[config.mk]
export PLATFORM = sky130hd
export DESIGN_NAME = usm_back
export DESIGN_NICKNAME = d
export VERILOG_FILES = /design/src/rtl/usm_pkg.sv /design/src/rtl/usm_back.sv
export SDC_FILE = /design/constraint.sdc
export NUM_CORES = 2
export LEC_CHECK = 0
export BUFFER_PORTS_ARGS = -buffer_cell sky130_fd_sc_hd__buf_4
export CORE_MARGIN = 4
export CORE_UTILIZATION = 40
export CTS_BUF_LIST = sky130_fd_sc_hd__clkbuf_4
export DETAILED_ROUTE_END_ITERATION = 8
export SLEW_MARGIN = 20
export SYNTH_ARGS = -nofsm -noshare
export SYNTH_HDL_FRONTEND = slang
export SYNTH_SLANG_ARGS = --single-unit
[constraint.sdc]
create_clock -name clk -period 6.6 [get_ports clk]
set_clock_uncertainty 0.15 [all_clocks]
set_input_delay 0 -clock clk [delete_from_list [all_inputs] [get_ports clk]]
set_output_delay 0 -clock clk [all_outputs]
set_load 0.05 [all_outputs]
[src/rtl/usm_pkg.sv]
// ----------------------------------------------------------------------------
// usm_pkg: shared constants and types for the 5x5 unsharp mask stream
// Kernel weights, divider reciprocal, size limits and inter-module structs.
// ----------------------------------------------------------------------------
package usm_pkg;

    localparam int DEFAULT_MAX_WIDTH  = 2048;
    localparam int DEFAULT_PIXEL_BITS = 16;

    localparam int KSIZE      = 5;
    localparam int LINES      = 4;
    localparam int SIZE_MIN   = 5;
    localparam int HEIGHT_MAX = 4096;
    localparam int ROW_W      = 12;
    localparam int WIDTH_REG_W  = 12;
    localparam int HEIGHT_REG_W = 13;
    localparam int CFG_DATA_W   = 13;
    localparam int CFG_IDX_W    = 2;

    localparam logic [WIDTH_REG_W-1:0]  WIDTH_RESET  = 12'd640;
    localparam logic [HEIGHT_REG_W-1:0] HEIGHT_RESET = 13'd480;

    localparam int W_CENTER = 505;
    localparam int W_EDGE7  = 7;
    localparam int W_RING26 = 26;
    localparam int DIVISOR  = 273;
    localparam int OUT_MAX  = 255;
    // quotient below 256 exactly when the sum is below this bound
    localparam int SAT_LIMIT = (OUT_MAX + 1) * DIVISOR;
    localparam int QUO_W     = 17;
    // x / 273 == (x * RECIP) >> RECIP_SHIFT for all x < SAT_LIMIT
    localparam int RECIP       = 245821;
    localparam int RECIP_W     = 18;
    localparam int RECIP_SHIFT = 26;

    localparam int QDEPTH = 4;

    typedef enum logic [CFG_IDX_W-1:0] {
        REG_IMAGE_WIDTH  = 2'd0,
        REG_IMAGE_HEIGHT = 2'd1
    } cfg_reg_t;

    typedef struct packed {
        logic valid;
        logic last;
    } front_push_t;

    typedef struct packed {
        logic       clearing;
        logic [1:0] inflight;
    } front_stat_t;

endpackage

[src/rtl/usm_back.sv]
// ----------------------------------------------------------------------------
// usm_back: kernel arithmetic, divide by 273, clamp and output register
// Five stages that all hold together while the output beat is stalled.
// ----------------------------------------------------------------------------
module usm_back #(
    parameter int PIXEL_BITS = usm_pkg::DEFAULT_PIXEL_BITS
) (
    input  logic                       clk,
    input  logic                       rst_n,
    input  logic                       q_valid,
    input  logic [25*PIXEL_BITS:0]     q_data,
    output logic                       q_pop,
    output logic                       out_valid,
    input  logic                       out_ready,
    output logic [7:0]                 out_sharpened,
    output logic                       out_last
);

    localparam int PB = PIXEL_BITS;
    localparam int K  = usm_pkg::KSIZE;
    localparam int NW = PB + 9;
    localparam int PW = usm_pkg::QUO_W + usm_pkg::RECIP_W;

    logic en;
    logic b1_valid_reg, b2_valid_reg, b3_valid_reg, b4_valid_reg, out_valid_reg;
    logic b1_last_reg, b2_last_reg, b3_last_reg, b4_last_reg, out_last_reg;

    logic [PB+1:0] s1_reg, s7_reg, s16_reg, s26_reg;
    logic [PB+2:0] s4_reg;
    logic [PB-1:0] ctr_reg;
    logic [NW-1:0] pos_reg, neg_reg;
    logic [NW:0]   diff;
    logic          b3_neg_reg, b3_big_reg, b4_neg_reg, b4_big_reg;
    logic [usm_pkg::QUO_W-1:0] x_reg;
    logic [PW-1:0] prod_reg;
    logic [7:0]    out_data_reg;
    logic [PB-1:0] px [K][K];

    assign en    = !out_valid_reg || out_ready;
    assign q_pop = en && q_valid;

    always_comb
    begin
        for (int k = 0; k < K; k++)
            for (int m = 0; m < K; m++)
                px[k][m] = q_data[(k*K+m)*PB +: PB];
    end

    assign diff = {1'b0, pos_reg} - {1'b0, neg_reg};

    always_ff @(posedge clk or negedge rst_n)
    begin
        if (!rst_n)
        begin
            b1_valid_reg  <= 1'b0;
            b2_valid_reg  <= 1'b0;
            b3_valid_reg  <= 1'b0;
            b4_valid_reg  <= 1'b0;
            out_valid_reg <= 1'b0;
        end
        else if (en)
        begin
            b1_valid_reg  <= q_valid;
            b2_valid_reg  <= b1_valid_reg;
            b3_valid_reg  <= b2_valid_reg;
            b4_valid_reg  <= b3_valid_reg;
            out_valid_reg <= b4_valid_reg;
        end
    end

    always_ff @(posedge clk)
    begin
        if (en)
        begin
            // group the window by kernel weight
            s1_reg  <= (PB+2)'(px[0][0]) + (PB+2)'(px[0][4]) + (PB+2)'(px[4][0])
                     + (PB+2)'(px[4][4]);
            s4_reg  <= (PB+3)'(px[0][1]) + (PB+3)'(px[0][3]) + (PB+3)'(px[1][0])
                     + (PB+3)'(px[1][4]) + (PB+3)'(px[3][0]) + (PB+3)'(px[3][4])
                     + (PB+3)'(px[4][1]) + (PB+3)'(px[4][3]);
            s7_reg  <= (PB+2)'(px[0][2]) + (PB+2)'(px[2][0]) + (PB+2)'(px[2][4])
                     + (PB+2)'(px[4][2]);
            s16_reg <= (PB+2)'(px[1][1]) + (PB+2)'(px[1][3]) + (PB+2)'(px[3][1])
                     + (PB+2)'(px[3][3]);
            s26_reg <= (PB+2)'(px[1][2]) + (PB+2)'(px[2][1]) + (PB+2)'(px[2][3])
                     + (PB+2)'(px[3][2]);
            ctr_reg <= px[2][2];
            b1_last_reg <= q_data[25*PB];

            // weight the groups: centre positive, the rest negative
            pos_reg <= NW'(ctr_reg) * NW'(usm_pkg::W_CENTER);
            neg_reg <= NW'(s1_reg) + (NW'(s4_reg) << 2) + NW'(s7_reg) * NW'(usm_pkg::W_EDGE7)
                     + (NW'(s16_reg) << 4) + NW'(s26_reg) * NW'(usm_pkg::W_RING26);
            b2_last_reg <= b1_last_reg;

            // negative sums truncate to zero or below; large ones saturate
            b3_neg_reg  <= diff[NW];
            b3_big_reg  <= !diff[NW] && (diff >= (NW+1)'(usm_pkg::SAT_LIMIT));
            x_reg       <= diff[usm_pkg::QUO_W-1:0];
            b3_last_reg <= b2_last_reg;

            prod_reg    <= PW'(x_reg) * PW'(usm_pkg::RECIP);
            b4_neg_reg  <= b3_neg_reg;
            b4_big_reg  <= b3_big_reg;
            b4_last_reg <= b3_last_reg;

            if (b4_big_reg)
                out_data_reg <= 8'(usm_pkg::OUT_MAX);
            else if (b4_neg_reg)
                out_data_reg <= '0;
            else
                out_data_reg <= prod_reg[usm_pkg::RECIP_SHIFT +: 8];
            out_last_reg <= b4_last_reg;
        end
    end

    assign out_valid     = out_valid_reg;
    assign out_sharpened = out_data_reg;
    assign out_last      = out_last_reg;

endmodule

### Word level (Yosys, flattened, before mapping)

Cells that the tools add are included.

| cells by class | value |
|---|---|
| add/sub/neg operators | 24 |
| $mul | 4 |
| $lt $le $gt $ge | 1 |
| muxes and demuxes | 1 |
| reductions and logical operators | 5 |

Operators by type and width:

| cell | count |
|---|---|
| adder 17 x 16 -> 18 bit | 5 |
| adder 16 x 16 -> 17 bit | 5 |
| adder 19 x 16 -> 19 bit | 4 |
| adder 18 x 16 -> 18 bit | 4 |
| multiplier 17 x 18 -> 34 bit, second input constant | 1 |
| >= comparator 26 x 17 -> 1 bit, second input constant | 1 |
| subtractor 25 x 25 -> 26 bit | 1 |
| adder 24 x 23 -> 25 bit | 1 |
| multiplier 16 x 9 -> 25 bit, second input constant | 1 |
| adder 23 x 22 -> 24 bit | 1 |
| adder 22 x 21 -> 23 bit | 1 |
| adder 18 x 21 -> 22 bit | 1 |
| multiplier 18 x 4 -> 22 bit, second input constant | 1 |
| multiplier 18 x 3 -> 21 bit, second input constant | 1 |
| adder 18 x 16 -> 19 bit | 1 |
| two-way mux 8 bit | 1 |
| logical AND 1 bit | 2 |
| zero test 1 bit | 2 |
| logical OR 1 bit | 1 |

| word-level totals | value |
|---|---|
| flip-flop bits (word level) | 230 |
| output and inout bits | 11 |
| logic and storage cells | 60 |

### Depth between registers and ports, before layout

| depth | value |
|---|---|
| depth after elaboration | 7 |
| mapped depth | 27 |
| mapped depth without buffers | 27 |

### Worst setup path before layout

OpenSTA, ideal clock, no wires.

| timing path | value |
|---|---|
| path kind | register to register |
| start point | register out_valid_reg, in the netlist out_valid |
| end point | register b1_valid_reg |
| setup time | 95 ps |
| arrival time | 7111 ps |
| path slack | -755 ps |
| stages on the path, launching flop included | 4 |
| buffers on the path | 1 |
| clock period less this slack | 7355 ps |
| cells stage by stage | dfrtp_1 > nand2b_1 > clkbuf_1 > mux2_2 |

| between the ends | value |
|---|---|
| word-level cells in the longest chain between the ends | 2 |

RTL lines:

| item | RTL line | source |
|---|---|---|
| start: declaration | usm_back.sv:25 | `logic b1_valid_reg, b2_valid_reg, b3_valid_reg, b4_valid_reg, out_valid_reg;` |
| start signal: assignment | usm_back.sv:67 | `out_valid_reg <= b4_valid_reg;` |
| zero test 1 bit | usm_back.sv:39 | `assign en = !out_valid_reg \|\| out_ready;` |
| logical OR 1 bit | usm_back.sv:39 |  |
| end signal: assignment | usm_back.sv:63 | `b1_valid_reg <= q_valid;` |
| end: declaration | usm_back.sv:25 |  |

Every way passes these cells.
A chain may end at the register's enable or synchronous reset.

### Worst setup path in the final report

| timing path | value |
|---|---|
| start point | register s26_reg[2] |
| end point | register neg_reg[24], data pin |

| between the ends | value |
|---|---|
| word-level cells in the longest chain between the ends | 2 |

RTL lines:

| item | RTL line | source |
|---|---|---|
| start: declaration | usm_back.sv:28 | `logic [PB+1:0] s1_reg, s7_reg, s16_reg, s26_reg;` |
| start signal: assignment | usm_back.sv:85 | `s26_reg <= (PB+2)'(px[1][2]) + (PB+2)'(px[2][1]) + (PB+2)'(px[2][3])` |
| multiplier 18 x 4 -> 22 bit | usm_back.sv:93 | `+ (NW'(s16_reg) << 4) + NW'(s26_reg) * NW'(usm_pkg::W_RING26);` |
| adder 24 x 23 -> 25 bit | usm_back.sv:93 |  |
| end signal: assignment | usm_back.sv:92 | `neg_reg <= NW'(s1_reg) + (NW'(s4_reg) << 2) + NW'(s7_reg) * NW'(usm_pkg::W_EDGE7)` |
| end: declaration | usm_back.sv:31 | `logic [NW-1:0] pos_reg, neg_reg;` |

Every way passes these cells.

==> results.md <==
* Critical path type: reg -> reg
* Max Root-Sink Buffers at 3
* Largest net degree at the start of global routing at 152
* CTS tree: yes
* Top post-synthesis cells by area: fa_1 33%, edfxtp_1 22%, ha_1 18%
* Die extent in x at roughly 270 um
* Post-synthesis sequential element count at just over 200
* # DRC at 0
* Critical Path Source Type: flop
* First-pass GRT wire length at 105000 um
* Number of synthesized flops with an enable pin at around 200
* Syn Inst Count at 2379
* Crit-path max cell delay at between 0.5 and 0.6 ns
* Critical R2R Launch: s26_reg[2]
* Top cell type's share of synthesized area at about a third
* Critical path's most frequent cell: buf_4
* Yosys Warn Count at 0
* Cell with the most instances after synthesis: inv_1
* Area of the core at ~66000 sq um
* Class of the worst hold path: in -> reg
* Crit-path slowest cell: fa_1
* Avg Vias per Cell at approximately 4.8
* CTS H-tree depth at 2
* CP Max Fanout at 5
* Maxcap violations at 0
* Slew Viols, Final at 0
* FF+latch area at 6100 sq um
* Synth Net Count at between 3k and 4k
* Ports at between 400 and 500
* Drt pass-1 iters at 5
* Multi-input gate area at 18900 sq um
* 1st-iter DRT viols at 585
* Cell variety after synth at 67
* Worst Setup End Kind: flop
* FFs w/ async S/R, synth at 2.45%
* Synth-to-Final Area Change at 31.0%
* Crit share post-route at 97.5%
* Max Clk Rate at ~160 MHz
* Drt total wl at roughly 63000 um
* Final setup violating endpoints at 0
* Post-Syn Area at 27000 sq um
* Post-route setup TNS at 0 ns
* Post-route insts no fill at ~4.1k
* Clock latency on the worst-skew pair at 0.82 ns
* Initial Utilization at 40.6%
* Initial antenna violation count at 2
* Post-Place Cell Area at 31300 sq um
* Die area at 71600 sq um
* Vias in the first global route at approximately 22k
* Slew @ Worst Pin at 0.905 ns
* Flop-to-flop setup slack at roughly 0.16 ns
* RR Endpoint: neg_reg[24]
* Setup crit end: neg_reg[24]
* R2R cell count at 32
* Hold violation total from the final report at 0
* Total track usage at 18.2%
* Final #Nets at 4421
* Post-DP HPWL at 53600 um
* Root Driver: clkbuf_4
* Post-place setup slack at -0.224 ns
* Design area at 35300 sq um
* Port bufs at 415
* Post-synth top area cell: fa_1
* Arrival time worst endpoint at between 6 and 7 ns
* Cells after DPL at 3670
* Num CTS Buffers at 58
* Top_reg_cell synth: edfxtp_1
* Status: finished clean
* Fillers at 5902
* Tmin final at 6.44 ns
* Worst-path clk slew at 0.07 ns
* Die Y at roughly 270 um
* ANT nets after route at 0
* Via count at ~20k
* Worst Setup SP: s26_reg[2]
* Buffers & Inverters on Critical Path at 16
* Critical path depth in cells at 32
* FP Rows at 94
* WL/cell at 15.5 um
* Rel. slew slack at between 30% and 40%
* Syn_area_per_cell at 11.3 sq um
* Critical path required time at 6.94 ns
* Seq/Total Area, Yosys at 22.6%
* Top Family by Delay on Critical Path: adder cells
* GP Congestion at about 0.9
* Final worst slack at around 0.16 ns
* CTS Sinks at approximately 200
* Grt total ovfl at 0
* Layout cell share with drive strength beyond 1 at approximately 18%
* Post-synth top cells: 551 x inv_1, 449 x fa_1, 380 x ha_1, 199 x edfxtp_1, 100 x xnor2_1
==> worst min path at each step <==
| stage | to | cells past startpoint | slack [ns] | startpoint |
|---|---|---|---|---|
| 3_3_place_gp | out_valid | 1 | -0.35 | rst_n |
| 6_report | s26_reg[5] | 7 | 0.08 | q_data[211] |
| 4_1_cts | s26_reg[14] | 7 | 0.007 | q_data[221] |
| 3_5_place_dp | out_valid | 1 | -0.35 | rst_n |
| 5_1_grt | s26_reg[5] | 7 | 0.09 | q_data[211] |
| 2_1_floorplan | b1_valid_reg | 0 | -0.45 | rst_n |
==> area by class of cell <==
type,count,share of cell area (%)
clock inverter,26,0.457
clock buffer,79,1.68
timing repair buffer,751,18.2
inverter,551,5.85
sequential,204,17.3
multi-input combinational,1621,53.5
antenna,3,0.0213
tap,864,3.06
==> logic make-up (layout without fill, tap and decap cells) <==
| logic type | after synthesis | in the layout | share of synthesized area (%) |
|---|---|---|---|
| buffers and inverters | 554 | 1407 | 7.71 |
| AND/OR/NAND/NOR | 321 | 321 | 5.80 |
| AO/OA/AOI/OAI | 327 | 327 | 8.13 |
| XOR/XNOR | 135 | 135 | 4.39 |
| other | 0 | 3 | 0 |
| adder cells (fa/ha/maj) | 829 | 829 | 51.0 |
| flip-flops | 204 | 204 | 22.6 |
| multiplexers | 9 | 9 | 0.357 |
==> worst min-delay path, delay by kind of cell <==
kind                     cells  cell delay, ns
AND/OR/NAND/NOR              2            0.26
buffers and inverters        2            0.14
adder cells (fa/ha/maj)      3            0.48
==> layout by cell type (no fill, tap or decap), types with 6 or more instances in the layout <==
cell type	instances
nor2_1	82
o21a_1	14
nand2b_1	9
a211o_1	9
ha_1	377
and3_1	24
a211oi_1	17
and2_1	9
a31oi_1	8
nand2_1	74
clkinv_1	17
or3_1	13
nor3_1	30
a21oi_1	94
dlygate4sd3_1	305
xor2_1	35
clkbuf_4	79
edfxtp_1	199
a21o_1	45
fa_1	449
o21bai_1	17
o21ai_0	52
xnor2_1	99
nor2b_1	18
nand3_1	39
inv_1	550
or2_2	6
a21oi_2	6
buf_4	445
==> timing repair <==
item                       4_1_cts  5_1_grt
pin swaps                       13       12
hold buffers                   305        0
resized for setup               10       15
setup buffers                   13        3
setup endpoints to repair        3        7
gates cloned                     0        0
hold endpoints to repair       153        0
==> metal layers <==
layer  vias to the layer above  GRT usage [%]  share of wire (%)
li1                       9471              -                  -
met1                      9589           20.6                 38
met2                       358           35.3                 56
met3                       109           2.72                3.5
met4                         0           4.93                2.6
met5                         -              0                  0
==> per-stage QoR <==
| step | utilization, % | hold WS [ns] |
|---|---|---|
| global placement | 47.1 | -0.347 |
| global route | 53.3 | 0.0874 |
| finish | 53.3 | 0.0794 |
| CTS | 53.1 | 0.00715 |
| detailed placement | 47.1 | -0.346 |
| floorplan | - | -0.446 |
Power is not shown: default switching activity piles up to over one toggle a cycle in this logic, so the estimate is an artifact.
