[src/rtl/usm_pkg.sv]
// ----------------------------------------------------------------------------
// usm_pkg: shared constants and types for the 5x5 unsharp mask stream
// Kernel weights, divider reciprocal, size limits and inter-module structs.
// ----------------------------------------------------------------------------
package usm_pkg;

    localparam int DEFAULT_MAX_WIDTH  = 2048;
    localparam int DEFAULT_PIXEL_BITS = 16;

    localparam int KSIZE      = 5;
    localparam int LINES      = 4;
    localparam int SIZE_MIN   = 5;
    localparam int HEIGHT_MAX = 4096;
    localparam int ROW_W      = 12;
    localparam int WIDTH_REG_W  = 12;
    localparam int HEIGHT_REG_W = 13;
    localparam int CFG_DATA_W   = 13;
    localparam int CFG_IDX_W    = 2;

    localparam logic [WIDTH_REG_W-1:0]  WIDTH_RESET  = 12'd640;
    localparam logic [HEIGHT_REG_W-1:0] HEIGHT_RESET = 13'd480;

    localparam int W_CENTER = 505;
    localparam int W_EDGE7  = 7;
    localparam int W_RING26 = 26;
    localparam int DIVISOR  = 273;
    localparam int OUT_MAX  = 255;
    // quotient below 256 exactly when the sum is below this bound
    localparam int SAT_LIMIT = (OUT_MAX + 1) * DIVISOR;
    localparam int QUO_W     = 17;
    // x / 273 == (x * RECIP) >> RECIP_SHIFT for all x < SAT_LIMIT
    localparam int RECIP       = 245821;
    localparam int RECIP_W     = 18;
    localparam int RECIP_SHIFT = 26;

    localparam int QDEPTH = 4;

    typedef enum logic [CFG_IDX_W-1:0] {
        REG_IMAGE_WIDTH  = 2'd0,
        REG_IMAGE_HEIGHT = 2'd1
    } cfg_reg_t;

    typedef struct packed {
        logic valid;
        logic last;
    } front_push_t;

    typedef struct packed {
        logic       clearing;
        logic [1:0] inflight;
    } front_stat_t;

endpackage

[src/rtl/usm_queue.sv]
// ----------------------------------------------------------------------------
// usm_queue: short FIFO of window snapshots between front and back
// Holds a window and its frame-end flag per entry.
// ----------------------------------------------------------------------------
module usm_queue #(
    parameter int WIDTH = 401
) (
    input  logic                                 clk,
    input  logic                                 rst_n,
    input  logic                                 push,
    input  logic [WIDTH-1:0]                     push_data,
    input  logic                                 pop,
    output logic                                 pop_valid,
    output logic [WIDTH-1:0]                     pop_data,
    output logic [$clog2(usm_pkg::QDEPTH+1)-1:0] count
);

    localparam int PW  = $clog2(usm_pkg::QDEPTH);
    localparam int QCW = $clog2(usm_pkg::QDEPTH + 1);

    logic [WIDTH-1:0] mem_reg [usm_pkg::QDEPTH];
    logic [PW-1:0]    wr_ptr_reg, rd_ptr_reg;
    logic [QCW-1:0]   count_reg;

    always_ff @(posedge clk or negedge rst_n)
    begin
        if (!rst_n)
        begin
            wr_ptr_reg <= '0;
            rd_ptr_reg <= '0;
            count_reg  <= '0;
        end
        else
        begin
            if (push)
                wr_ptr_reg <= wr_ptr_reg + PW'(1);
            if (pop)
                rd_ptr_reg <= rd_ptr_reg + PW'(1);
            count_reg <= count_reg + QCW'(push) - QCW'(pop);
        end
    end

    always_ff @(posedge clk)
    begin
        if (push)
            mem_reg[wr_ptr_reg] <= push_data;
    end

    assign pop_valid = (count_reg != '0);
    assign pop_data  = mem_reg[rd_ptr_reg];
    assign count     = count_reg;

endmodule

[config.mk]
export PLATFORM = sky130hd
export DESIGN_NAME = usm_queue
export DESIGN_NICKNAME = d
export VERILOG_FILES = /design/src/rtl/usm_pkg.sv /design/src/rtl/usm_queue.sv
export SDC_FILE = /design/constraint.sdc
export NUM_CORES = 1
export LEC_CHECK = 0
export BUFFER_PORTS_ARGS = -buffer_cell sky130_fd_sc_hd__clkbuf_2
export CORE_MARGIN = 2
export CORE_UTILIZATION = 49
export DETAILED_ROUTE_END_ITERATION = 8
export MAX_ROUTING_LAYER = met4
export PLACE_DENSITY = 0.67
export SLEW_MARGIN = 5
export SYNTH_ARGS = -nofsm -noshare
export SYNTH_HDL_FRONTEND = slang
export SYNTH_SLANG_ARGS = --single-unit
export TNS_END_PERCENT = 30
[constraint.sdc]
create_clock -name clk -period 34.2 [get_ports clk]
set_clock_uncertainty 0.2 [all_clocks]
set_input_delay 3.42 -clock clk [delete_from_list [all_inputs] [get_ports clk]]
set_output_delay 3.42 -clock clk [all_outputs]
set_load 0.02 [all_outputs]
# After elaboration in Yosys (flattened, before gate mapping)
# Memory sizes are Yosys's and may differ from the RTL's.
# Index checks and enable logic that the tools add are counted.
# op_classes
n_reduce_logical,1
addsub,4
muxes,2
# ops
operator,count
2-bit by 1-bit adder with 2-bit output (second input constant),2
3-bit by 1-bit adder with 3-bit output,1
3-bit nonzero test,1
3-bit by 1-bit subtractor with 3-bit output,1
1-bit two-way mux,2
# word_totals
ram_bits,1604
register_bits,7
mem_count,1
inputBits,405
out_inout_bits,405
# mem_list
name,words,width,rd,rd_clocked_by_memory_dff,wr,line_no,source
mem_reg,4,401,1,0,1,usm_queue.sv:21,logic [WIDTH-1:0] mem_reg [usm_pkg::QDEPTH];

# Logic depth before layout (Yosys ltp)
# Gate-level depths: netlist of the first run.
# depth
ltp_word,2
depth_mapped,7
mapped_depth_nobuf,7

# Worst setup path before layout of the first run
# No wires, ideal clock.
# synth_timing
path_kind,input-to-reg
startpoint,input push
endpoint,"memory mem_reg[0][0], enable pin"
path_stages,1
setup_slack_ps,20748
t_arrival_ps,12437
required_time_ps,33186
path_cell_list,and2_1
# synth_between
elab_chain_cells,2
# synth_lines
item,line_no,source
"start, declared",usm_queue.sv:10,"input logic push,"
1-bit two-way mux,usm_queue.sv:45,if (push)
1-bit two-way mux (implied by the code),usm_queue.sv:46,mem_reg[wr_ptr_reg] <= push_data;
"end, declared",usm_queue.sv:21,
# No other way between the ends.

# Worst setup path in the final report of the first run
# layout_timing
startpoint,register rd_ptr_reg[0]
endpoint,output pop_data[163]
# layout_between
elab_chain_cells,1
# layout_lines
item,line_no,source
"start, declared",usm_queue.sv:22,"logic [PW-1:0] wr_ptr_reg, rd_ptr_reg;"
"start signal, assigned",usm_queue.sv:38,rd_ptr_reg <= rd_ptr_reg + PW'(1);
memory read 4 x 401 bit,-,
"end, declared",usm_queue.sv:14,"output logic [WIDTH-1:0] pop_data,"
# No other way between the ends.

==> impl_results.md, run 1 <==
- Final Setup Violations: 0
- Leakage: 0.0235 uW
- CORE AREA: 118,000 um2
- CTS sink cnt: 1,611
- Die ar.: 122,000 um2
- PortBufs: 809
- Tot GR Track Use: 20.8%
- WHS: 351 ps
- Synthesized cell area: 58,300 um2
- Synth area leaders: edfxtp_1, mux4_2, buf_6
- Root Buffer: clkbuf_16
- Startpoint types: register
- Mean Syn Cell Area: 27.4 um2
- Worst Setup End Kind: output pin
- H-tree depth: 4
- Rows: 126
- FF+latch count, synth: 1,611
- Register Area: 48,300 um2
- Syn-to-layout area delta: 18.4%
- Fillers: 8,389
- Total clock buffers created by CTS: 159
- Starting DRC count in detailed routing: 2,106
- GPL Wtd Cong: 0.818
- CTS Hold Bufs: 0
- Total Nets Final: 3,452
- Minimum clock period: 8490 ps
- Clock Tree Buf Depth: 3
- Synthesized Nets: 2,540
- Via Count: 26,200
- Worst slew pin tran: 1110 ps
- Final worst-path cycle share: 24.8%
- Number of max-cap violations: 0
- Cells after Synth: 2,128
- Most frequent cells in the layout: edfxtp_1, clkbuf_2, mux4_2
- Placed wire-length estimate: 77,700 um
- Sequential-to-total area share from yosys stat: 83.0%
- Cell variety after synth: 15
- Initial core utilization: 49.4%
- Number of global-route vias before repair: 27,700
- Total negative slack: 0 ps
- Crit Path Max Fanout: 104
- Power per cell area: 91.5 nW/um2
- DR WL/cell: 25.9 um
- GRT overflow: 0
- RSZ-0062 raised after global routing: no
- HP Class: reg2reg
- CTS tree: done
- Max reg flops: 1,604
- CTS resizes: 0
- Worst skew pair latency: 780 ps
- CP required: 30,580 ps
- Yosys warning total: 0
- Maximum vdd drop: 0.0796 mV
- Post-CTS Setup Bufs: 0
- Area leader, netlist: edfxtp_1
- Status: completed
- I/O pin count: 810
- Initial antenna violation count: 51
- First-pass GRT wire length: 180,000 um
- Largest net degree at the start of global routing: 143
- Final Hold Fails: 0
- Fmax: 118 MHz
- Routed vias/inst: 5.50
- Die Width: 349 um
- Crit path DAT: 4870 ps
- Final ANT Viol Nets: 0
- Commonest non-fill, non-tap cell in the layout: edfxtp_1
- Clock slew at reported path FFs: 60 ps
- Final wirelength: 123,000 um
- Slew Viols, Final: 0
- Layout cells sized above 1: 46.3%
- Top-area cell type share of the netlist area: 82.7%
- Worst relative slew slack: 25.9%
- 1st-pass router iterations: 5
- DRC Markers: 0
- Die Ht: 349 um
- Area occupied by multi-input gates: 9220 um2
- Kind of critical path: reg2out
## power by group
part	switching [uW]	internal [uW]
combinational	1240	738
sequential	93.8	2580
clock	722	934
## cell usage after synthesis
cell type,count
and2_1,4
buf_2,43
buf_6,41
clkbuf_1,6
dfrtp_1,7
edfxtp_1,1604
fa_1,1
ha_1,6
inv_1,6
mux4_2,401
nand2_1,2
o21ai_0,1
or3_1,1
xnor2_1,3
xor2_1,2
## metal layers
layer / GRT usage (%) / part of all wire [%] / vias to the layer above
li1: - / - / 11200
met3: 8.59 / 11 / 205
met4: 8.03 / 3.1 / 0
met2: 32.0 / 49 / 954
met1: 24.7 / 37 / 13800
met5: - / 0 / -
## through the flow
step / instances / cell area, um2 / utilization [%] / setup slack, ps / power, uW
6_report: 4755 / 69000 / 58.4 / 25710 / 6310
2_1_floorplan: 2128 / 58300 / - / 20750 / 4220
4_1_cts: 4699 / 68800 / 58.3 / 25480 / 6390
3_3_place_gp: 4415 / 63900 / 54.1 / 26250 / 4700
3_5_place_dp: 4415 / 63900 / 54.1 / 26210 / 4730
5_1_grt: 4749 / 69000 / 58.4 / 25190 / 6570
## final timing paths
check,depth (start not counted),start,end,slack [ps]
max in group asynchronous,1,rst_n,rd_ptr_reg[1],31350
hold reg to reg,1,wr_ptr_reg[0],wr_ptr_reg[0],350
setup / recovery,5,rd_ptr_reg[0],pop_data[163],25710
setup reg to reg,7,wr_ptr_reg[1],mem_reg[1][126],29250
hold / removal,1,wr_ptr_reg[0],wr_ptr_reg[0],350
min in group asynchronous,1,rst_n,rd_ptr_reg[0],2260
## final cells by class
| cell class | count | area share (%) |
|---|---|---|
| sequential | 1611 | 70.1 |
| inverter | 6 | 0.0326 |
| clock inverter | 81 | 1.13 |
| multi-input combinational | 421 | 13.4 |
| antenna | 56 | 0.203 |
| timing repair buffer | 841 | 6.33 |
| tap | 1536 | 2.79 |
| clock buffer | 203 | 6.07 |
## logic make-up (layout without fill, tap and decap cells)
logic type / Yosys count / count (layout) / share of synthesized area, %
DFF: 1611 / 1611 / 83.0
AOI/OAI and AO/OA: 1 / 1 / 0.00858
muxes: 401 / 401 / 15.5
xor gates and xnor gates: 5 / 5 / 0.0752
and+or+nand+nor: 7 / 7 / 0.0666
adders and majority gates: 7 / 7 / 0.163
buffers and inverters: 96 / 1131 / 1.24
other: 0 / 56 / 0
## critical path, stage by stage (launching register included)
cell and delay (ps):
dfrtp_4 670, buf_4 750, buf_4 880, buf_12 590, mux4_2 640, clkbuf_2 180
(Power assumes the default switching activity.)
==> run 2, diff against run 1 <==
--- a/config.mk
+++ b/config.mk
@@ -10,7 +10,7 @@
 export CORE_UTILIZATION = 49
 export DETAILED_ROUTE_END_ITERATION = 8
 export MAX_ROUTING_LAYER = met4
-export PLACE_DENSITY = 0.67
+export PLACE_DENSITY = 0.69
 export SLEW_MARGIN = 5
 export SYNTH_ARGS = -nofsm -noshare
 export SYNTH_HDL_FRONTEND = slang
==> constraint.sdc (replaced) <==
create_clock -name clk -period 6.9 [get_ports clk]
set_clock_uncertainty 0.2 [all_clocks]
set_input_delay 0.69 -clock clk [delete_from_list [all_inputs] [get_ports clk]]
set_output_delay 0.69 -clock clk [all_outputs]
set_load 0.02 [all_outputs]
==> impl_results.md, run 2 (synthesized netlist as in run 1, its figures left out) <==
- Status: completed
- Worst Setup End Kind: output pin
- Total Power: 31,500 uW
- Crit path max-delay cell type: dfrtp_4
- Via Count: 28,100
- Crit Path Max Fanout: 142
- Final Setup Violations: 0
- Starting DRC count in detailed routing: 2,301
- Kind of critical path: reg2out
- Rows: 126
- Slew Viols, Final: 0
- CTS sink cnt: 1,611
- CTS tree: done
- Worst skew pair latency: 700 ps
- CTS resizes: 0
- Minimum clock period: 4340 ps
- Placed wire-length estimate: 77,700 um
- CORE AREA: 118,000 um2
- Root Buffer: clkbuf_16
- Area post-placement: 64,000 um2
- Clock slew at reported path FFs: 60 ps
- Final Cell Area: 73,000 um2
- Critical path buffers and inverters: 2
- I/O pin count: 810
- Total clock buffers created by CTS: 158
- Worst relative slew slack: 11.4%
- Fillers: 7,837
- Final worst-path cycle share: 62.9%
- Most frequent cells in the layout: edfxtp_1, clkbuf_2, mux4_2, dlygate4sd3_1, clkbuf_16
- Maximum vdd drop: 0.446 mV
- Initial antenna violation count: 36
- Placed cells: 4,415
- Clock Tree Buf Depth: 3
- Final Hold Fails: 0
- DR WL/cell: 25.0 um
- H-tree depth: 4
- Crit path DAT: 3450 ps
- Startpoint types: register
- Number of global-route vias before repair: 30,000
- Die ar.: 122,000 um2
- Commonest non-fill, non-tap cell in the layout: edfxtp_1
- Syn-to-layout area delta: 25.2%
- Largest net degree at the start of global routing: 159
- Worst slew pin tran: 1330 ps
- Die Width: 349 um
- Final Core Density: 61.8%
- Number of max-cap violations: 0
- HP Class: in2reg
- CP peak stage delay: 1000 ps
- Fmax: 230 MHz
- Critical path's top delay family: flip-flops
- Layout cells sized above 1: 40.8%
- GPL Wtd Cong: 0.804
- GRT overflow: 0
- Routed vias/inst: 5.46
- Die Ht: 349 um
- Worst-path cell chain: buf_12 > mux4_2 > clkbuf_2
- Max reg flops: 1,604
- Total Nets Final: 3,852
- Final wirelength: 129,000 um
- Power per cell area: 432 nW/um2
- Leakage: 0.0251 uW
- CP required: 6010 ps
- Final cell count without fillers: 5,140
- DRC Markers: 0
- Tot GR Track Use: 21.7%
- First-pass GRT wire length: 189,000 um
- Initial core utilization: 49.4%
- 1st-pass router iterations: 5
- PortBufs: 809
- RSZ-0062 raised after global routing: no
- Final ANT Viol Nets: 0
## run 2: changes by cell type in the layout (fill, tap and decap cells not counted)
| cell | previous run | this run |
|---|---|---|
| buf_4 | 26 | 20 |
| clkinv_8 | 3 | 2 |
| diode_2 | 56 | 41 |
| clkinv_4 | 3 | 0 |
| clkbuf_1 | 42 | 45 |
| clkinvlp_4 | 3 | 1 |
| buf_12 | 6 | 12 |
| clkinv_1 | 24 | 34 |
| bufinv_16 | 8 | 4 |
| inv_16 | 4 | 1 |
| clkbuf_8 | 0 | 3 |
| dlygate4sd3_1 | 0 | 401 |
| clkinv_2 | 29 | 21 |
| clkbuf_16 | 161 | 165 |
## run 2: stage by stage
stage / setup TNS [ps] / setup slack, ps / hold WS [ps]
after floorplan: -3023530 / -3780 / 194
after global placement: 0 / 3290 / 306
after detailed placement: 0 / 3280 / 323
after CTS: 0 / 2450 / 9.68
after global routing: 0 / 2320 / 21.1
final: 0 / 2560 / 60.8
## run 2: worst paths after layout
| path | startpoint | endpoint | slack [ps] | depth (start not counted) |
|---|---|---|---|---|
| worst max-delay path | rd_ptr_reg[1] | pop_data[35] | 2560 | 3 |
| worst min-delay path | push_data[69] | mem_reg[0][69] | 60 | 1 |
| worst max register to register | wr_ptr_reg[1] | mem_reg[1][307] | 3870 | 4 |
| worst min register to register | wr_ptr_reg[0] | wr_ptr_reg[0] | 330 | 1 |
| max in group asynchronous | rst_n | wr_ptr_reg[1] | 6110 | 2 |
| min in group asynchronous | rst_n | count[1] | 150 | 2 |
## run 2: final cells by class
type	count	area, um2	area share, %
Inverter	6	22.5	0.0309
Multi-Input combinational cell	421	9220	12.6
Tap cell	1536	1920	2.63
Antenna cell	41	103	0.141
Timing Repair Buffer	1242	8450	11.6
Sequential cell	1611	48300	66.3
Clock buffer	213	4340	5.95
Clock inverter	70	541	0.741
## run 2: repair_timing
action | in CTS | in global routing
hold endpoints to repair | 1604 | 0
hold buffers | 401 | 0
setup buffers | 0 | 0
endpoints found under the setup margin | 0 | 0
## run 2: power by group
group	total (uW)	switching [uW]	leakage, uW	internal, uW
clock	8040	3460	0.00238	4570
sequential	13300	511	0.0148	12800
combinational	10100	6280	0.00791	3850
## run 2: routing by layer
metal | GRT usage [%] | vias to the layer above | part of all wire, %
met3 | 7.13 | 213 | 9.8
li1 | - | 12000 | -
met5 | - | - | 0
met1 | 26.5 | 14700 | 37
met4 | 6.96 | 0 | 2.8
met2 | 34.4 | 1190 | 50
==> run 3, diff against run 2 <==
==> constraint.sdc (replaced) <==
create_clock -name clk -period 3.7 [get_ports clk]
set_clock_uncertainty 0.2 [all_clocks]
set_input_delay 0.37 -clock clk [delete_from_list [all_inputs] [get_ports clk]]
set_output_delay 0.37 -clock clk [all_outputs]
set_load 0.02 [all_outputs]
==> impl_results.md, run 3 (synthesized netlist as in run 1, its figures left out) <==
- Clock slew at reported path FFs: 60 ps
- Number of global-route vias before repair: 30,700
- Hold Path Cell Cnt: 2
- Rows: 126
- Area post-placement: 64,900 um2
- Final Setup Violations: 0
- CP peak stage delay: 640 ps
- H-tree depth: 4
- 1st-pass router iterations: 5
- Worst slew pin tran: 649 ps
- Worst relative slew slack: 56.7%
- Tot GR Track Use: 22.5%
- CTS Hold Bufs: 405
- Final Hold Fails: 0
- Placed wire-length estimate: 84,800 um
- Crit path max-delay cell type: dfrtp_4
- Initial core utilization: 49.4%
- GPL Wtd Cong: 0.811
- Startpoint types: register
- R2R setup slack: 1270 ps
- Die Ht: 349 um
- Clock Tree Buf Depth: 3
- HP Class: in2reg
- Initial antenna violation count: 26
- Final ANT Viol Nets: 0
- Critical path buffers and inverters: 3
- Status: completed
- Number of max-cap violations: 0
- CTS resizes: 0
- Final Core Density: 62.6%
- First-pass GRT wire length: 196,000 um
- DR WL/cell: 25.8 um
- Kind of critical path: reg2out
- Minimum clock period: 3410 ps
- Reg2reg end: mem_reg[2][259]
- PortBufs: 809
- Worst-path cell chain: buf_12 > buf_12 > mux4_2 > clkbuf_2
- Maximum vdd drop: 0.755 mV
- Area occupied by multi-input gates: 9220 um2
- Starting DRC count in detailed routing: 2,444
- Power per cell area: 810 nW/um2
- Crit Path Max Fanout: 31
- Layout cells sized above 1: 42.0%
- CTS sink cnt: 1,611
- Crit path DAT: 2840 ps
- Fillers: 7,683
- CTS tree: done
- Most frequent cells in the layout: edfxtp_1, clkbuf_2, dlygate4sd3_1
- Max reg flops: 1,604
- Hold path start: push_data[359]
- Critical path's top delay family: buffers and inverters
- Fmax: 294 MHz
- Routed vias/inst: 5.54
- DRC Markers: 0
- Total Power: 59,900 uW
- Leakage: 0.0256 uW
- I/O pin count: 810
- R2R depth: 5
- Largest net degree at the start of global routing: 66
- Slew Viols, Final: 0
- Post-CTS Setup Bufs: 0
- CP required: 3130 ps
- Root Buffer: clkbuf_16
- Syn-to-layout area delta: 26.9%
- Worst Setup End Kind: output pin
- Die Width: 349 um
- Die ar.: 122,000 um2
- Min-Delay Endpoint: mem_reg[0][359]
- Worst path most repeated cell: buf_12
- Final worst-path cycle share: 92.1%
- Reg-to-Reg Start: wr_ptr_reg[0]
- Commonest non-fill, non-tap cell in the layout: edfxtp_1
- Final Cell Area: 74,000 um2
- GRT overflow: 0
- RSZ-0062 raised after global routing: no
- Worst skew pair latency: 780 ps
- Final wirelength: 134,000 um
- Total clock buffers created by CTS: 158
- Register Area: 48,300 um2
- Via Count: 28,800
- Total Nets Final: 3,922
- CORE AREA: 118,000 um2
==> run 3: changes by cell type in the layout (fill, tap and decap cells not counted), sizes merged <==
cell / change
clkbuf: -11
buf: +66
bufinv: +6
diode: -11
clkinvlp: +1
dlygate4sd3: +4
inv: +5
clkinv: -3
==> run 3: worst max path at each step <==
stage / from / end / slack, ps / cells past startpoint
final: rd_ptr_reg[0] / pop_data[308] / 290 / 4
after global placement: rd_ptr_reg[0] / pop_data[216] / 1080 / 4
after global routing: rd_ptr_reg[0] / pop_data[216] / 120 / 4
after CTS: rd_ptr_reg[0] / pop_data[216] / 160 / 4
after floorplan: wr_ptr_reg[0] / mem_reg[2][0] / -340 / 3
after detailed placement: rd_ptr_reg[0] / pop_data[216] / 1030 / 4
==> run 3: worst register-to-register path: stages (launching register included) <==
cell and delay, ps:
dfrtp_1 420, inv_1 110, ha_1 150, and2_4 450, buf_12 290, buf_4 420
==> run 3: final cells by class <==
class / count / share of cell area (%)
inverter: 6 / 0.0304
timing repair buffer: 1312 / 12.7
sequential: 1611 / 65.4
tap: 1536 / 2.60
clock inverter: 79 / 1.09
multi-input combinational: 421 / 12.5
antenna: 30 / 0.101
clock buffer: 202 / 5.63
==> run 3: stage by stage <==
stage	setup TNS, ps	cells	hold slack (ps)	setup slack [ps]
global route	0	5193	114	124
CTS	0	5167	58.7	163
global placement	0	4481	41.0	1080
detailed placement	0	4481	45.2	1030
finish	0	5197	140	294
floorplan	-511600	2128	-126	-344
==> run 3: where the power goes <==
part	internal, uW	switching (uW)	total (uW)
combinational	7760	12100	19900
sequential	23800	841	24700
clock	8720	6660	15400
total	40300	19600	59900
==> run 3: metal layers <==
metal / vias to the layer above / wire length (um) / GRT usage [%]
met2: 1373 / 68500 / 36.9
met4: 0 / 4640 / 8.08
li1: 12100 / - / -
met3: 257 / 12100 / 6.31
met5: - / 0 / -
met1: 15000 / 48700 / 27.0
